## config.mk

```make
export PLATFORM = sky130hd
export DESIGN_NAME = hbs_fifo
export DESIGN_NICKNAME = d
export VERILOG_FILES = /design/src/sv/heightfield_bilinear_sample_defines.svh /design/src/sv/hbs_pkg.sv /design/src/sv/hbs_fifo.sv
export SDC_FILE = /design/constraint.sdc
export NUM_CORES = 1
export LEC_CHECK = 0
export BUFFER_PORTS_ARGS = -buffer_cell sky130_fd_sc_hd__buf_2
export CAP_MARGIN = 25
export CORE_MARGIN = 4
export CORE_UTILIZATION = 35
export CTS_CLUSTER_DIAMETER = 50
export DETAILED_ROUTE_END_ITERATION = 16
export GPL_TIMING_DRIVEN = 0
export PLACE_DENSITY_LB_ADDON = 0.15
export SKIP_CTS_REPAIR_TIMING = 1
export SLEW_MARGIN = 10
export SYNTH_ARGS = -nofsm -noshare
export SYNTH_HDL_FRONTEND = slang
export SYNTH_SLANG_ARGS = --single-unit
```

## constraint.sdc

```tcl
create_clock -name i_clk -period 7.7 [get_ports i_clk]
set_input_delay 1.54 -clock i_clk [delete_from_list [all_inputs] [get_ports i_clk]]
set_output_delay 1.54 -clock i_clk [all_outputs]
set_load 0.05 [all_outputs]
```

## src/sv/heightfield_bilinear_sample_defines.svh

```systemverilog
// Assertion macros for the height-field sampler.
`ifndef HEIGHTFIELD_BILINEAR_SAMPLE_DEFINES_SVH
`define HEIGHTFIELD_BILINEAR_SAMPLE_DEFINES_SVH

`ifndef SYNTHESIS
`define HBS_ASSERT_NOW(label, clk, rst_n, ante, cons) \
    label: assert property (@(posedge clk) disable iff (!rst_n) (ante) |-> (cons)) \
        else $error("%m: same-cycle check failed");
`define HBS_ASSERT_NEXT(label, clk, rst_n, ante, cons) \
    label: assert property (@(posedge clk) disable iff (!rst_n) (ante) |=> (cons)) \
        else $error("%m: next-cycle check failed");
`else
`define HBS_ASSERT_NOW(label, clk, rst_n, ante, cons)
`define HBS_ASSERT_NEXT(label, clk, rst_n, ante, cons)
`endif

`endif

```

## src/sv/hbs_pkg.sv

```systemverilog
// Shared constants and types of the height-field sampler.
`timescale 1ns / 1ps
`default_nettype none

package hbs_pkg;

    localparam int DEF_MAX_CELLS   = 65536;
    localparam int DEF_HEIGHT_BITS = 16;

    // command queue between front and back
    localparam int Q_DEPTH = 4;
    localparam int QPW     = $clog2(Q_DEPTH);

    localparam int CFG_IDX_BITS  = 2;
    localparam int CFG_DATA_BITS = 24;

    localparam logic [CFG_IDX_BITS-1:0] CFG_GRID_WIDTH = 2'd0;
    localparam logic [CFG_IDX_BITS-1:0] CFG_GRID_DEPTH = 2'd1;
    localparam logic [CFG_IDX_BITS-1:0] CFG_X_TO_GRID  = 2'd2;
    localparam logic [CFG_IDX_BITS-1:0] CFG_Z_TO_GRID  = 2'd3;

    localparam logic [8:0]  RST_GRID_SIZE = 9'd256;
    localparam logic [23:0] RST_TO_GRID   = 24'd65536;

    localparam logic OP_WRITE = 1'b0;
    localparam logic OP_QUERY = 1'b1;

    typedef struct packed {
        logic [8:0]  w_use;
        logic [7:0]  w_last;
        logic [7:0]  d_last;
        logic [23:0] x_to_grid;
        logic [23:0] z_to_grid;
    } t_cfg;

    typedef struct packed {
        logic               is_query;
        logic [15:0]        cell_index;
        logic signed [15:0] height_value;
        logic [7:0]         x0;
        logic [7:0]         x1;
        logic [15:0]        tx;
        logic [7:0]         z0;
        logic [7:0]         z1;
        logic [15:0]        tz;
    } t_cmd;

    typedef struct packed {
        logic full;
        logic empty;
    } t_qstat;

endpackage

`default_nettype wire

```

## src/sv/hbs_fifo.sv

```systemverilog
// Short command queue between the front and back ends.
`timescale 1ns / 1ps
`default_nettype none

module hbs_fifo (
    input  logic            i_clk,
    input  logic            i_rst_n,
    input  hbs_pkg::t_cmd   i_push_data,
    input  logic            i_push_valid,
    output logic            o_push_ready,
    output hbs_pkg::t_cmd   o_pop_data,
    output logic            o_pop_valid,
    input  logic            i_pop_ready,
    output hbs_pkg::t_qstat o_stat
);
    import hbs_pkg::*;

    t_cmd           r_buf [Q_DEPTH];
    logic [QPW-1:0] r_wptr;
    logic [QPW-1:0] r_rptr;
    logic [QPW:0]   r_count;

    logic push;
    logic pop;

    assign o_stat.full  = (r_count == (QPW + 1)'(Q_DEPTH));
    assign o_stat.empty = (r_count == '0);
    assign o_push_ready = !o_stat.full;
    assign o_pop_valid  = !o_stat.empty;
    assign o_pop_data   = r_buf[r_rptr];

    assign push = i_push_valid && o_push_ready;
    assign pop  = o_pop_valid && i_pop_ready;

    always_ff @(posedge i_clk) begin
        if (!i_rst_n) begin
            r_wptr  <= '0;
            r_rptr  <= '0;
            r_count <= '0;
        end else begin
            if (push) begin
                r_wptr <= r_wptr + 1'b1;
            end
            if (pop) begin
                r_rptr <= r_rptr + 1'b1;
            end
            if (push && !pop) begin
                r_count <= r_count + 1'b1;
            end else if (pop && !push) begin
                r_count <= r_count - 1'b1;
            end
        end
    end

    always_ff @(posedge i_clk) begin
        if (push) begin
            r_buf[r_wptr] <= i_push_data;
        end
    end

endmodule

`default_nettype wire

```

==> out/results.ini <==
[finish]
register_area_sq_um=11800
multi_input_area_sq_um=2470
nets=917
stdcell_area_sq_um=17800
layout-drive-gt1-share=0.465
fillCellCount=3543
syn2layout_area_growth_pct=22.8

[clocking]
clock_sinks=397
root_buffer=clkbuf_16
cts_buffers=45
cts_tree=done
insertion_delay_ns=0.56
clk_pin_slew_ns=0.05
h-tree-depth=2
clock_path_buffers=3

[die]
die_height_um=211
coreArea_sq_um=40800
die_w_um=211
rows=74
ioPinCount=202
dieArea_sq_um=44600
initial_utilization=0.354

[synth]
ys_seq_area_frac=0.818
synth.most_common_cell=edfxtp_1
ys_async_sr_fraction=0
synth_nets=665
ys.flop_type=edfxtp_1
ys_types=22
synth.area.mux_share=0.153
synthXorXnorAreaFrac=0.00242
synth_top_family_by_area=multiplexers
yosys-top-cells-area=edfxtp_1 81%, mux4_2 15%, dfxtp_1 1.2%
synth_fa_ha_area_frac=0.00571
syn_inst=558
synth-seq-cells=397
synth_compound_area_frac=0.00199
synth-simple-area-share=0.00675
ys_top_cells_by_count=388 x edfxtp_1, 97 x mux4_2, 12 x buf_2, 9 x dfxtp_1, 8 x and2_1
yosys.area.top_type=edfxtp_1
synth_edf_count=388
synth_area_sq_um=14500
avgSynthCellArea_sq_um=25.9
synth_top_area_share=0.805
ys_warn_count=0

[global_route]
grtUsageTotal=0.128
grt_max_degree=52
grt_pass1_vias=7316
grt_pass1_wl_mm=43.2
grt_antenna_before_repair=6
overflow=0

[setup_path]
cp_max_fo=10
required_ns=6.16
crit_path_start_kind=flop
r2r-start=r_count[0]
slowest_delay_ns=0.65
crit_type=reg -> out
crit_top_cell=buf_2
critical_path_buf_inv_count=3
path_delay_family=buffers and inverters
slowest_stage=clkbuf_1
crit_chain=buf_2, clkbuf_1, mux4_2, buf_2
cp-end-kind=output port
cp_data_arrival_time_ns=2.44

[placed_design]
port_buffers=200
post-place-ws_ns=4.22
hpwl_mm=17.9
place_area_sq_um=16300
routabilityCongestion=0.717

[timing]
fin_setup_tns_ns=0
tightest_slew_ns=0.833
post-route-min-period_ns=3.98
setup_ws_ns=3.72
rsz0062_at_grt=no
max_freq_mhz=251
finalMaxSlewViolations=0
relSlewSlack=0.445
setup_viol=0
fin_crit_sh=0.517
clock_skew_ns=0.0114
hold_violations=0

[min_path]
hold_class=reg -> reg
min-delay-start=r_wptr[1]

[run]
cap_viol_max_count=0

[status]
outcome=finished, final reports clean

[drt]
vias_per_cell=4.78
wl_per_cell_um=20.8
drc=0
firstDrtPassIters=4
postRouteAntennaNets=0
drtIter0Drc=278
wirelength_mm=28.7
vias=6592

[power_and_ir_drop]
power_mw=6.92
p_leak_nw=5.96
ir_worst_vdd_uv=224
power.density_nw_per_um2=390

[worst min-delay path: stages (launching register included)]
cell,delay (ns)
dfxtp_1,0.34
nand2_1,0.07
mux2i_1,0.05
[worst paths after layout]
path	slack, ns	cells past startpoint	end
setup reg to reg	5.24	7	r_buf[1][51]
setup / recovery	3.72	4	o_pop_data[14]
hold reg to reg	0.51	2	r_wptr[1]
hold / removal	0.51	2	r_wptr[1]
[cells by family after synthesis]
group	Yosys count
AOI/OAI and AO/OA	4
xor gates and xnor gates	4
adders and majority gates	6
buffers and inverters	29
DFF	397
muxes	100
and+or+nand+nor	18
[state kept, by name, summed over array words and instances (netlist names), named ones only]
register	count
r_wptr	2
r_count	3
r_buf	388
r_rptr	2
[layout by cell type, fill, tap and decap left out]
| master | count |
|---|---|
| edfxtp_1 | 388 |
| nor2_1 | 1 |
| o311ai_0 | 1 |
| inv_1 | 5 |
| diode_2 | 1 |
| a21boi_0 | 1 |
| or3_1 | 2 |
| mux4_2 | 97 |
| nand2_1 | 5 |
| o21ai_0 | 1 |
| xor2_1 | 1 |
| buf_6 | 1 |
| buf_2 | 212 |
| and2_1 | 4 |
| mux2i_1 | 3 |
| dfxtp_1 | 9 |
| buf_16 | 5 |
| clkinvlp_4 | 5 |
| xnor2_1 | 3 |
| and2_4 | 4 |
| clkbuf_16 | 47 |
| nor2b_1 | 2 |
| buf_8 | 4 |
| clkinv_2 | 8 |
| inv_8 | 2 |
| bufinv_16 | 4 |
| inv_6 | 3 |
| clkinv_1 | 7 |
| ha_1 | 5 |
| clkinv_4 | 1 |
| fa_1 | 1 |
| clkbuf_1 | 13 |
| o31ai_1 | 1 |
[power by group]
group	switching [mW]	total, mW	internal (mW)
Sequential	0.0539	2.68	2.62
Clock	0.826	2.08	1.26
Combinational	1.49	2.16	0.666
Total	2.37	6.92	4.55
[per-stage QoR]
stage | hold WS (ns) | util | cells
after floorplan | 0.468 | - | 558
after global placement | 0.474 | 0.395 | 1290
after detailed placement | 0.508 | 0.399 | 1295
after CTS | 0.515 | 0.435 | 1378
after global routing | 0.559 | 0.435 | 1379
final | 0.512 | 0.435 | 1379
[area by class of cell]
cell class | count | share of cell area
Sequential cell | 397 | 0.666
Multi-Input combinational cell | 132 | 0.139
Clock buffer | 53 | 0.0675
Timing Repair Buffer | 205 | 0.0641
Tap cell | 532 | 0.0375
Clock inverter | 30 | 0.0158
Buffer | 24 | 0.00888
Inverter | 5 | 0.00106
Antenna cell | 1 | 0.000141
[layer usage]
metal  vias to the layer above  wire length [um]  GRT usage  part of all wire
li1                       2905                 -          -                 -
met1                      3448             11600      0.158              0.40
met2                       176             14400      0.213              0.50
met3                        53              1960     0.0391             0.068
met4                        10               700     0.0469             0.024
met5                         -                71          0            0.0025
No activity file was read; power rests on OpenSTA's default activity.
